[config.mk]
export PLATFORM = sky130hd
export DESIGN_NAME = deauth_frame_counter_top_flat
export DESIGN_NICKNAME = d
export VERILOG_FILES = /design/src/dfc_pkg.sv /design/src/dfc_ifs.sv /design/src/dfc_table.sv /design/src/deauth_frame_counter_top.sv /design/src/flat_wrapper.sv
export VERILOG_INCLUDE_DIRS = /design/src /design/src/src
export SDC_FILE = /design/constraint.sdc
export NUM_CORES = 2
export LEC_CHECK = 0
export BUFFER_PORTS_ARGS = -buffer_cell sky130_fd_sc_hd__buf_4
export CORE_ASPECT_RATIO = 1.4
export CORE_UTILIZATION = 35
export CTS_CLUSTER_SIZE = 10
export DETAILED_ROUTE_END_ITERATION = 10
export PLACE_DENSITY = 0.51
export SYNTH_ARGS = -nofsm -noshare
export SYNTH_HDL_FRONTEND = slang
export SYNTH_SLANG_ARGS = --single-unit
[constraint.sdc]
create_clock -name clock -period 9.49 [get_ports clock]
set_clock_uncertainty 0.2 [all_clocks]
set_input_delay 0.4745 -clock clock [delete_from_list [all_inputs] [get_ports clock]]
set_output_delay 0.4745 -clock clock [all_outputs]
set_load 0.02 [all_outputs]
[src/deauth_frame_counter_top_macros.svh]
// ----------------------------------------------------------------------------
// Deauth frame counter assertion macros
// Shared property wrappers for the concurrent checks in the counter RTL.
// ----------------------------------------------------------------------------
`ifndef DEAUTH_FRAME_COUNTER_TOP_MACROS_SVH
`define DEAUTH_FRAME_COUNTER_TOP_MACROS_SVH

// Check a property on every clock edge outside reset
`define DFC_ASSERT(lbl, prop, msg) \
   lbl: assert property (@(posedge clock) disable iff (reset) prop) else $error(msg);

// Check a property on every clock edge, reset included
`define DFC_ASSERT_ALWAYS(lbl, prop, msg) \
   lbl: assert property (@(posedge clock) prop) else $error(msg);

`endif

[src/dfc_pkg.sv]
// ----------------------------------------------------------------------------
// Deauth frame counter package
// Shared constants, command codes and transaction types.
// ----------------------------------------------------------------------------
`default_nettype none

package dfc_pkg;

   // Table depth default
   localparam int TABLE_ENTRIES = 16;

   // Field widths
   localparam int MAC_W     = 48;
   localparam int FC_W      = 16;
   localparam int CHAN_W    = 4;
   localparam int RSSI_W    = 8;
   localparam int TIME_W    = 32;
   localparam int COUNT_W   = 16;

   // Threshold after reset
   localparam logic [COUNT_W-1:0] THRESHOLD_RESET = 16'd10;

   // Command codes
   localparam logic CMD_FRAME = 1'b0;
   localparam logic CMD_CLEAR = 1'b1;

   // Frame control codes
   localparam logic [1:0] FC_TYPE_MGMT      = 2'b00;
   localparam logic [3:0] FC_SUBTYPE_DEAUTH = 4'hC;

   // Input transaction
   typedef struct packed {
      logic                     cmd;
      logic                     is_management;
      logic [FC_W-1:0]          fc_word;
      logic [MAC_W-1:0]         sender_mac;
      logic [MAC_W-1:0]         bssid;
      logic [CHAN_W-1:0]        channel;
      logic signed [RSSI_W-1:0] rssi;
      logic [TIME_W-1:0]        timestamp;
   } dfc_req_type;

   // Result transaction
   typedef struct packed {
      logic [MAC_W-1:0]         event_bssid;
      logic [MAC_W-1:0]         event_sender_mac;
      logic [CHAN_W-1:0]        event_channel;
      logic signed [RSSI_W-1:0] event_rssi;
      logic [TIME_W-1:0]        event_time;
      logic [COUNT_W-1:0]       event_count;
      logic                     table_overflow;
   } dfc_rsp_type;

   // Operation handed to the table for the transaction in flight
   typedef struct packed {
      logic clear;
      logic deauth;
   } dfc_tbl_ctrl_type;

   // Table decision for that transaction
   typedef struct packed {
      logic               emit;
      logic               overflow;
      logic [COUNT_W-1:0] count;
   } dfc_lookup_type;

endpackage

`default_nettype wire

[src/dfc_ifs.sv]
// ----------------------------------------------------------------------------
// Deauth frame counter channel interfaces
// Valid/ready channels for frame requests and event responses.
// ----------------------------------------------------------------------------
`default_nettype none

interface dfc_req_if;
   logic                 valid;
   logic                 ready;
   dfc_pkg::dfc_req_type payload;

   modport source (output valid, output payload, input ready);
   modport sink   (input valid, input payload, output ready);
endinterface

interface dfc_rsp_if;
   logic                 valid;
   logic                 ready;
   dfc_pkg::dfc_rsp_type payload;

   modport source (output valid, output payload, input ready);
   modport sink   (input valid, input payload, output ready);
endinterface

`default_nettype wire

[src/dfc_table.sv]
// ----------------------------------------------------------------------------
// Deauth frame counter BSSID table
// Associative per-BSSID counters with parallel match and same-cycle update.
// ----------------------------------------------------------------------------
`default_nettype none

`include "deauth_frame_counter_top_macros.svh"

module dfc_table #(
   parameter int TableEntries = dfc_pkg::TABLE_ENTRIES
) (
   input  wire logic                          clock,
   input  wire logic                          reset,
   input  wire dfc_pkg::dfc_tbl_ctrl_type     ctrl,
   input  wire logic [dfc_pkg::MAC_W-1:0]     bssid,
   input  wire logic [dfc_pkg::COUNT_W-1:0]   threshold,
   output      dfc_pkg::dfc_lookup_type       lookup
);

   logic [TableEntries-1:0]           valid_ff;
   logic [dfc_pkg::MAC_W-1:0]         bssid_ff [TableEntries];
   logic [dfc_pkg::COUNT_W-1:0]       count_ff [TableEntries];

   logic [TableEntries-1:0]           match;
   logic [TableEntries-1:0]           free_vec;
   logic [TableEntries-1:0]           alloc;
   logic                              hit;
   logic                              under;
   logic                              thr_nonzero;
   logic                              do_incr;
   logic                              do_alloc;
   logic [dfc_pkg::COUNT_W-1:0]       hit_count;

   // Compare every valid entry against the incoming BSSID
   always_comb begin
      for (int i = 0; i < TableEntries; i++) begin
         match[i]    = valid_ff[i] && (bssid_ff[i] == bssid);
         free_vec[i] = !valid_ff[i];
      end
   end

   // Isolate the lowest free entry
   assign alloc = free_vec & (~free_vec + TableEntries'(1));

   // Select the count of the matching entry (at most one matches)
   always_comb begin
      hit_count = '0;
      for (int i = 0; i < TableEntries; i++) begin
         hit_count = hit_count | (match[i] ? count_ff[i] : '0);
      end
   end

   assign hit         = |match;
   assign under       = hit_count < threshold;
   assign thr_nonzero = threshold != '0;
   assign do_incr     = ctrl.deauth && hit && under;
   assign do_alloc    = ctrl.deauth && !hit && thr_nonzero;

   // Decide the event for this transaction
   always_comb begin
      lookup.emit     = ctrl.deauth && (hit ? under : thr_nonzero);
      lookup.overflow = do_alloc && (free_vec == '0);
      lookup.count    = '0;
      if (hit) begin
         lookup.count = hit_count + dfc_pkg::COUNT_W'(1);
      end else if (free_vec != '0) begin
         lookup.count = dfc_pkg::COUNT_W'(1);
      end
   end

   // Update valid bits and counters
   always_ff @(posedge clock) begin
      if (reset) begin
         valid_ff <= '0;
         for (int i = 0; i < TableEntries; i++) begin
            count_ff[i] <= '0;
         end
      end else if (ctrl.clear) begin
         valid_ff <= '0;
         for (int i = 0; i < TableEntries; i++) begin
            count_ff[i] <= '0;
         end
      end else begin
         for (int i = 0; i < TableEntries; i++) begin
            if (do_incr && match[i]) begin
               count_ff[i] <= count_ff[i] + dfc_pkg::COUNT_W'(1);
            end else if (do_alloc && alloc[i]) begin
               valid_ff[i] <= 1'b1;
               count_ff[i] <= dfc_pkg::COUNT_W'(1);
            end
         end
      end
   end

   // Store the BSSID of a newly taken entry
   always_ff @(posedge clock) begin
      for (int i = 0; i < TableEntries; i++) begin
         if (do_alloc && alloc[i] && !ctrl.clear) begin
            bssid_ff[i] <= bssid;
         end
      end
   end

   `DFC_ASSERT(a_match_unique, $onehot0(match), "BSSID matches more than one entry")
   `DFC_ASSERT(a_overflow_full, lookup.overflow |-> (&valid_ff), "overflow with a free entry")
   `DFC_ASSERT(a_clear_empties, ctrl.clear |=> (valid_ff == '0), "clear left valid entries")

endmodule

`default_nettype wire

[src/deauth_frame_counter_top.sv]
// ----------------------------------------------------------------------------
// Deauth frame counter top level
// Counts deauthentication frames per BSSID and emits events up to a count threshold.
// ----------------------------------------------------------------------------
// Usage:
//   req_if carries one transaction per captured frame header, or a clear
//   command (cmd = 1) that empties the BSSID table. rsp_if carries at most
//   one event per request: a deauth frame whose BSSID count is still below
//   the count threshold, or one that found the table full (table_overflow = 1,
//   event_count = 0). Other requests produce no event.
//   csr_wr_en / csr_wr_data write the count threshold; write it only while idle.
//   Path: an accepted request is held in the input register, and its outcome
//   is registered in the result register, from which the event is taken.
//   Throughput: one request per cycle while no held event blocks it; the input
//   register feeds a parallel table match and update into the result register.
//   Reset: the table is empty and the count threshold returns to 10.
//   Stall: while rsp_if.ready is low a held event blocks the request in the
//   input register, and req_if.ready drops once that register is occupied.
// ----------------------------------------------------------------------------
`default_nettype none

module deauth_frame_counter_top #(
   parameter int TableEntries = dfc_pkg::TABLE_ENTRIES
) (
   input  wire logic                        clock,
   input  wire logic                        reset,
   input  wire logic                        csr_wr_en,
   input  wire logic [dfc_pkg::COUNT_W-1:0] csr_wr_data,
   dfc_req_if.sink                          req_if,
   dfc_rsp_if.source                        rsp_if
);

   logic [dfc_pkg::COUNT_W-1:0] thr_ff;
   logic                        s1_valid_ff;
   logic                        s1_valid_in;
   dfc_pkg::dfc_req_type        s1_data_ff;
   logic                        rsp_valid_ff;
   logic                        rsp_valid_in;
   dfc_pkg::dfc_rsp_type        rsp_data_ff;
   logic                        req_accept;
   logic                        proc;
   logic                        is_deauth;
   dfc_pkg::dfc_tbl_ctrl_type   tbl_ctrl;
   dfc_pkg::dfc_lookup_type     lookup;

   // Hold the threshold register
   always_ff @(posedge clock) begin
      if (reset) begin
         thr_ff <= dfc_pkg::THRESHOLD_RESET;
      end else if (csr_wr_en) begin
         thr_ff <= csr_wr_data;
      end
   end

   // Advance the input register when the result slot can take its outcome
   assign proc          = s1_valid_ff && (!rsp_valid_ff || rsp_if.ready);
   assign req_if.ready  = !s1_valid_ff || proc;
   assign req_accept    = req_if.valid && req_if.ready;

   always_comb begin
      s1_valid_in = s1_valid_ff;
      if (req_accept) begin
         s1_valid_in = 1'b1;
      end else if (proc) begin
         s1_valid_in = 1'b0;
      end
   end

   always_ff @(posedge clock) begin
      if (reset) begin
         s1_valid_ff <= 1'b0;
      end else begin
         s1_valid_ff <= s1_valid_in;
      end
   end

   always_ff @(posedge clock) begin
      if (req_accept) begin
         s1_data_ff <= req_if.payload;
      end
   end

   // Classify the held transaction
   assign is_deauth = (s1_data_ff.cmd == dfc_pkg::CMD_FRAME)
                   && s1_data_ff.is_management
                   && (s1_data_ff.fc_word[3:2] == dfc_pkg::FC_TYPE_MGMT)
                   && (s1_data_ff.fc_word[7:4] == dfc_pkg::FC_SUBTYPE_DEAUTH);

   assign tbl_ctrl.clear  = proc && (s1_data_ff.cmd == dfc_pkg::CMD_CLEAR);
   assign tbl_ctrl.deauth = proc && is_deauth;

   dfc_table #(
      .TableEntries (TableEntries)
   ) u_table (
      .clock     (clock),
      .reset     (reset),
      .ctrl      (tbl_ctrl),
      .bssid     (s1_data_ff.bssid),
      .threshold (thr_ff),
      .lookup    (lookup)
   );

   // Load or drop the result register
   always_comb begin
      rsp_valid_in = rsp_valid_ff;
      if (proc) begin
         rsp_valid_in = lookup.emit;
      end else if (rsp_if.ready) begin
         rsp_valid_in = 1'b0;
      end
   end

   always_ff @(posedge clock) begin
      if (reset) begin
         rsp_valid_ff <= 1'b0;
      end else begin
         rsp_valid_ff <= rsp_valid_in;
      end
   end

   always_ff @(posedge clock) begin
      if (proc && lookup.emit) begin
         rsp_data_ff.event_bssid      <= s1_data_ff.bssid;
         rsp_data_ff.event_sender_mac <= s1_data_ff.sender_mac;
         rsp_data_ff.event_channel    <= s1_data_ff.channel;
         rsp_data_ff.event_rssi       <= s1_data_ff.rssi;
         rsp_data_ff.event_time       <= s1_data_ff.timestamp;
         rsp_data_ff.event_count      <= lookup.overflow ? '0 : lookup.count;
         rsp_data_ff.table_overflow   <= lookup.overflow;
      end
   end

   assign rsp_if.valid   = rsp_valid_ff;
   assign rsp_if.payload = rsp_data_ff;

endmodule

`default_nettype wire
[src/flat_wrapper.sv]
// flat-port wrapper written by rule: the top's interface ports become plain ports
module deauth_frame_counter_top_flat 
#(
   parameter int TableEntries = dfc_pkg::TABLE_ENTRIES
)
  (clock, reset, csr_wr_en, csr_wr_data, req_if_valid, req_if_payload, req_if_ready, rsp_if_valid, rsp_if_payload, rsp_if_ready);
  dfc_req_if req_if_i ();
  dfc_rsp_if rsp_if_i ();
  input  wire logic clock;
  input  wire logic reset;
  input  wire logic csr_wr_en;
  input  wire logic [dfc_pkg::COUNT_W-1:0] csr_wr_data;
  input wire logic [$bits(req_if_i.valid)-1:0] req_if_valid;
  input wire logic [$bits(req_if_i.payload)-1:0] req_if_payload;
  output wire logic [$bits(req_if_i.ready)-1:0] req_if_ready;
  output wire logic [$bits(rsp_if_i.valid)-1:0] rsp_if_valid;
  output wire logic [$bits(rsp_if_i.payload)-1:0] rsp_if_payload;
  input wire logic [$bits(rsp_if_i.ready)-1:0] rsp_if_ready;
  assign req_if_i.valid = req_if_valid;
  assign req_if_i.payload = req_if_payload;
  assign req_if_ready = req_if_i.ready;
  assign rsp_if_valid = rsp_if_i.valid;
  assign rsp_if_payload = rsp_if_i.payload;
  assign rsp_if_i.ready = rsp_if_ready;
  deauth_frame_counter_top #(.TableEntries(TableEntries)) u_core (.clock(clock), .reset(reset), .csr_wr_en(csr_wr_en), .csr_wr_data(csr_wr_data), .req_if(req_if_i), .rsp_if(rsp_if_i));
endmodule
After elaboration in Yosys (flattened, before gate mapping). Memories as Yosys holds them, arrays and structs flattened. Index checks and enable logic that the tools add are counted.

RAM bits: 1024. Input port bits: 179. Logic and storage cells: 590. Memories kept: 2. Output and inout bits: 159. Bits in registers: 341.

Bitwise operators: 82. Order comparisons: 1. Reduce and logical (&&, ||, !) cells: 139. $add $sub $neg: 18. Eq/ne operators: 17. Mux-type cells: 297.

Memories: u_core.u_table.bssid_ff (words 16, bits a word 48, rd ports 16, clocked after Yosys merged registers in 0, wr ports 1, RTL line dfc_table.sv:21) `logic [dfc_pkg::MAC_W-1:0] bssid_ff [TableEntries];`; u_core.u_table.count_ff (words 16, bits a word 16, rd ports 16, clocked after Yosys merged registers in 0, wr ports 16, RTL line dfc_table.sv:22) `logic [dfc_pkg::COUNT_W-1:0] count_ff [TableEntries];`.

Operator list (count): 16-bit two-way mux (65); 48-bit equality test (16); 48-bit two-way mux (15); 48-bit OR reduction (15); 16-bit by 1-bit adder with 16-bit output (second input constant) (18); 16-bit bitwise OR (15); 1-bit two-way mux (202); 1-bit logical AND (78); 4-bit two-way mux (15); 1-bit bitwise OR (48); 2-bit AND reduction (16); 16-bit nonzero test (2); 1-bit zero test (20); 1-bit NOT (17); 16-bit AND (1); 16-bit zero test (1); 16-bit < comparator (1); 16-bit NOT (1); 16-bit OR reduction (1); 4-bit equality test (second input constant) (1); 2-bit nonzero test (2); 2-bit zero test (1); 1-bit logical OR (2); 2-bit OR reduction (1).

Longest topological paths before layout. An unclocked memory read counts as a cell.

Depth after elaboration: 28. Mapped depth: 24. Gate-level depth less buffers: 19.

Hierarchy. From an unflattened synthesis, not the netlist that was laid out.

Cells, all modules: 4151. Area total of the unflattened synthesis: 59500.8 um^2.

By module, submodules not included: dfc_table (instances 1, cells an instance 3763, area an instance 49532.5 um^2); deauth_frame_counter_top (instances 1, cells an instance 388, area an instance 9968.3 um^2).

Worst setup path after synthesis. OpenSTA, ideal clock, no wires.

Path kind: flip-flop to flip-flop. From: register u_core.s1_data_ff[72] in the netlist's numbering. To: register u_core.rsp_data_ff, in the netlist u_core.rsp_if.payload[0] (enable). Cell stages (with the launch flop): 21. Buffers on the path: 4. Setup slack: 327 ps. Required time: 8767 ps. Period minus slack after synthesis: 9163 ps. Data arrival time: 8441 ps. Path through: edfxtp_1 clkbuf_1 xor2_1 a2111o_1 or4_1 nor4_2 buf_2 clkbuf_1 a22oi_1 o2111ai_1 nor4_1 inv_1 ha_1 a21o_1 a21o_1 a2111oi_0 nand4_1 o41a_1 or2_2 clkbuf_1 nand2_1.

Word-level cells in the longest chain between the ends: 22. Elaborated cells between the ends (all ways): 68. Classes of those cells: order compare (1); eq/ne (16); mux (17); bitwise (15); reduce/logical (19).

RTL lines: start, declared (RTL line deauth_frame_counter_top.sv:36) `dfc_pkg::dfc_req_type s1_data_ff;`; start signal, assigned (RTL line deauth_frame_counter_top.sv:79) `s1_data_ff <= req_if.payload;`; 48-bit equality test (RTL line dfc_table.sv:37) `match[i] = valid_ff[i] && (bssid_ff[i] == bssid);`; 1-bit logical AND (RTL line dfc_table.sv:37); 16-bit two-way mux (RTL line dfc_table.sv:49) `hit_count = hit_count | (match[i] ? count_ff[i] : '0);`; 16-bit bitwise OR (15 in series) (RTL line dfc_table.sv:49); 16-bit < comparator (RTL line dfc_table.sv:54) `assign under = hit_count < threshold;`; 1-bit two-way mux * (RTL line dfc_table.sv:61) `lookup.emit = ctrl.deauth && (hit ? under : thr_nonzero);`; 1-bit logical AND * (RTL line dfc_table.sv:61); 1-bit logical AND * (RTL line deauth_frame_counter_top.sv:122) `if (proc && lookup.emit) begin`; end, declared (RTL line deauth_frame_counter_top.sv:39) `dfc_pkg::dfc_rsp_type rsp_data_ff;`.

Mark *: on every way between the ends. The rest lies on a longest branch, timed or not. A chain may end at the register's enable or synchronous reset.

==> impl_metrics.json <==
{
  "outcome": "finished clean",
  "cts_tree": "done",
  "timing.rr.start": "u_core.s1_data_ff[66]",
  "cp_max_fo": 23,
  "vias_per_cell": 5.148,
  "synth_edf_count": 1314,
  "setup_tns_ns": 0,
  "die_area_mm2": 0.1678,
  "dp.cells": 6540,
  "clockBufferDepth": 3,
  "rows": 176,
  "route.met2.wl_um": 90760,
  "internal_power_mw": 10.18,
  "cp_data_required_time_ns": 9.89,
  "via_count": 35848,
  "totalWireLength_um": 180700,
  "timing.final.ws_setup_ns": 1.054,
  "combPwrFrac_pct": 6.2,
  "p_leak_nw": 24.42,
  "synth_fa_ha_area_share_pct": 0.6887,
  "drv_cap": 0,
  "worstSetupStartpointType": "flip-flop",
  "worstPathArrival_ns": 8.84,
  "instances_no_fill": 6964,
  "worstSetupEndpointType": "flip-flop",
  "reg2reg_to": "u_core.u_table.count_ff[1][48]",
  "syn_area_per_cell_um2": 14.39,
  "timing.final.crit_share_pct": 88.89,
  "ys_warn_count": 0,
  "synth.area.mux_share_pct": 0.2582,
  "post-route-util_pct": 43.18,
  "nets": 4976,
  "rsz0062_at_grt": "false",
  "worstMarginPinSlew_ns": 1.428,
  "ir_drop_mv": 0.1814,
  "swShare_pct": 23.11,
  "gr-total-overflow": 0,
  "portBuffers": 327,
  "cts_root_buffer": "clkbuf_16",
  "synthArstFlopShare_pct": 0,
  "syn_nets": 4250,
  "finalCriticalPeriod_ns": 8.436,
  "synth_cell_types": 65,
  "ys.flop_type": "edfxtp_1",
  "holdPathEnd": "u_core.s1_data_ff[135]",
  "grt_pass1_wl_um": 259100,
  "antenna_found_initial": 6,
  "min_from": "req_if_payload[135]",
  "synth_seq_cells": 1363,
  "io_pins": 338,
  "core_area_mm2": 0.1647,
  "pre_cts_slack_ns": 1.159,
  "drive_gt1_share_pct": 15.50,
  "grt_pass1_vias": 36511,
  "synth-xor-area-share_pct": 13.53,
  "synth_top_family_by_area": "XOR/XNOR gates",
  "slew_headroom_pct": 3.510,
  "grt_max_degree": 117,
  "post_cts_buffers": 0,
  "grtUsageTotal_pct": 21.37,
  "wl_per_cell_um": 25.95,
  "start_util_pct": 35.30,
  "synth_compound_area_share_pct": 3.848,
  "die_w_um": 346.5,
  "p_total_mw": 13.25,
  "seqPwrFrac_pct": 51.8,
  "netSwitchingPower_mw": 3.061,
  "met3_length_um": 8610,
  "syn_inst": 4039,
  "slew_violations": 0,
  "htree_levels": 4,
  "hold_depth": 2,
  "p_per_area_mw_per_mm2": 186.2,
  "r2r_slack_ns": 1.05,
  "crit_type": "reg -> reg",
  "finalHoldViolCount": 0,
  "cp-startpoint": "u_core.s1_data_ff[66]",
  "area_growth_pct": 22.34,
  "dp_hpwl_um": 123800,
  "max_clock_freq_ghz": 0.1185,
  "drt_iter0_drc": 2828,
  "synth_area_mm2": 0.05814,
  "ys_seq_area_share_pct": 69.55,
  "report.final.setup_viol": 0,
  "clk_pin_slew_ns": 0.06,
  "yosys.area_share.simple_pct": 10.03,
  "clock_latency_ns": 0.81,
  "top_layer": "met4",
  "die_y_um": 484.2,
  "drc": 0,
  "numCtsBuffers": 158,
  "m1WireLength_um": 71180,
  "drtAntennaViolNets": 0,
  "clock-sinks": 1363,
  "clock_power_share_pct": 41.9,
  "reg2reg_depth": 21,
  "dr.pass1.iters": 5,
  "hold_path_class": "in -> reg",
  "place_congestion": 0.9681
}
-- layout make-up --
class                           instances  area, um2
Antenna cell                            1      2.502
Clock buffer                          200       4163
Clock inverter                         22      352.8
Fill cell                           14983      93590
Inverter                              144      540.5
Multi-Input combinational cell       2376      16640
Sequential cell                      1363      40440
Tap cell                             2136       2673
Timing Repair Buffer                  722       6314
-- flip-flops by register name, summed over array words and instances, names as in the netlist --
| name | cells |
|---|---|
| u_core.s1_valid_ff | 1 |
| u_core.u_table.count_ff | 256 |
| u_core.s1_data_ff | 148 |
| u_core.u_table.valid_ff | 16 |
| u_core.rsp_if.valid | 1 |
| u_core.thr_ff | 16 |
| u_core.u_table.bssid_ff | 768 |
| u_core.rsp_if.payload | 157 |
-- kinds of logic (layout without fill, tap and decap cells) --
logic type                 after synthesis  count (layout)
AOI/OAI and AO/OA                      279             279
other                                    0               1
xor gates and xnor gates               898             898
buffers and inverters                  300            1088
DFF                                   1363            1363
and+or+nand+nor                       1152            1152
muxes                                   15              15
adders and majority gates               32              32
-- metrics by stage --
step,hold slack [ns],instance area [um2]
3_3_place_gp,0.2008,64580
5_1_grt,0.1585,71130
6_report,0.1794,71130
4_1_cts,0.1169,71120
2_1_floorplan,0.2003,58140
3_5_place_dp,0.2045,64600
-- critical path, stage by stage, from the launching register on --
cell and delay, ns:
edfxtp_1 0.99, buf_12 0.27, xor2_1 0.16, nor4_1 0.09, nand4_1 0.23, nor4_2 0.16
buf_4 0.19, a22oi_1 0.45, o221ai_1 0.23, nor4bb_1 1.21, inv_1 0.27, ha_1 0.40
a21o_1 0.17, a21o_1 0.17, a21oi_1 0.19, nor2_1 0.06, a2111oi_0 0.42, nand4_1 0.30
o41a_1 0.49, buf_4 0.28, or3_1 0.83, o32ai_1 0.41
-- metal layers --
layer	track usage (%)	vias up
li1	-	16289
met1	25.26	18063
met2	37.13	1138
met3	3.298	358
met4	11.58	0
met5	0	-
-- synth_stat cells, types with 13 or more instances --
library cell | number | area [um2]
o211ai_1 | 26 | 195.2
buf_1 | 14 | 52.55
xor2_1 | 641 | 5614
inv_1 | 143 | 536.8
clkbuf_1 | 71 | 266.5
nor4_1 | 157 | 982.2
o2111ai_1 | 15 | 131.4
mux2i_1 | 15 | 150.1
nor2_1 | 335 | 1257
buf_2 | 71 | 355.3
a2111oi_0 | 22 | 192.7
a22o_1 | 14 | 122.6
edfxtp_1 | 1314 | 39460
o221ai_1 | 15 | 131.4
xnor2_1 | 257 | 2251
a22oi_1 | 44 | 330.3
dfxtp_1 | 49 | 980.9
o21ai_0 | 13 | 65.06
ha_1 | 32 | 400.4
and3_1 | 55 | 344.1
nand2_1 | 155 | 581.8
a21oi_1 | 20 | 100.1
nand2b_1 | 53 | 331.6
nor2b_1 | 46 | 287.8
nand4_1 | 98 | 613.1
nor3_1 | 48 | 240.2
nand3_1 | 147 | 735.7
a32oi_1 | 15 | 131.4
-- power by group through the flow --
| stage | clock, mW | combinational [mW] | sequential (mW) |
|---|---|---|---|
| after floorplan | 0 | 0.371 | 6.94 |
| after global placement | 0 | 0.760 | 6.99 |
| after detailed placement | 0 | 0.766 | 6.99 |
| after CTS | 5.70 | 0.838 | 6.86 |
| after global routing | 5.90 | 0.885 | 6.87 |
| final | 5.56 | 0.824 | 6.87 |
-- layout by cell type, fill, tap and decap left out, types with 12 or more instances in the layout --
master | synthesis | layout
a21oi_1 | 20 | 20
nand3_1 | 147 | 147
a221oi_1 | 12 | 12
inv_1 | 143 | 138
ha_1 | 32 | 32
nor2b_1 | 46 | 46
buf_4 | 0 | 489
nor4_2 | 5 | 15
a32oi_1 | 15 | 15
dfxtp_1 | 49 | 49
clkbuf_16 | 0 | 159
nand2_1 | 155 | 154
edfxtp_1 | 1314 | 1314
mux2i_1 | 15 | 15
o211ai_1 | 26 | 26
a22o_1 | 14 | 14
nand2b_1 | 53 | 53
buf_12 | 0 | 31
o2111ai_1 | 15 | 15
and3_1 | 55 | 55
clkbuf_1 | 71 | 38
nor2_1 | 335 | 333
nand4_1 | 98 | 98
xor2_1 | 641 | 641
dlygate4sd3_1 | 0 | 201
xnor2_1 | 257 | 257
a2111oi_0 | 22 | 20
nor4_1 | 157 | 145
nor3_1 | 48 | 44
o221ai_1 | 15 | 15
a22oi_1 | 44 | 44
-- repair_timing --
| item | in CTS | in global routing |
|---|---|---|
| gates resized for setup | 0 | 0 |
| hold buffers | 201 | 0 |
| endpoints found under the hold margin | 176 | 0 |
-- worst max-delay path by stage --
stage,end,slack (ns),cells after the start
2_1_floorplan,u_core.rsp_if.payload[0],0.33,20
3_3_place_gp,u_core.u_table.count_ff[0][48],0.97,21
3_5_place_dp,u_core.u_table.count_ff[0][112],1.16,21
4_1_cts,u_core.u_table.count_ff[0][48],1.13,21
5_1_grt,u_core.u_table.count_ff[1][96],0.94,21
6_report,u_core.u_table.count_ff[1][48],1.05,21
Power figures use the tool's default switching activity.
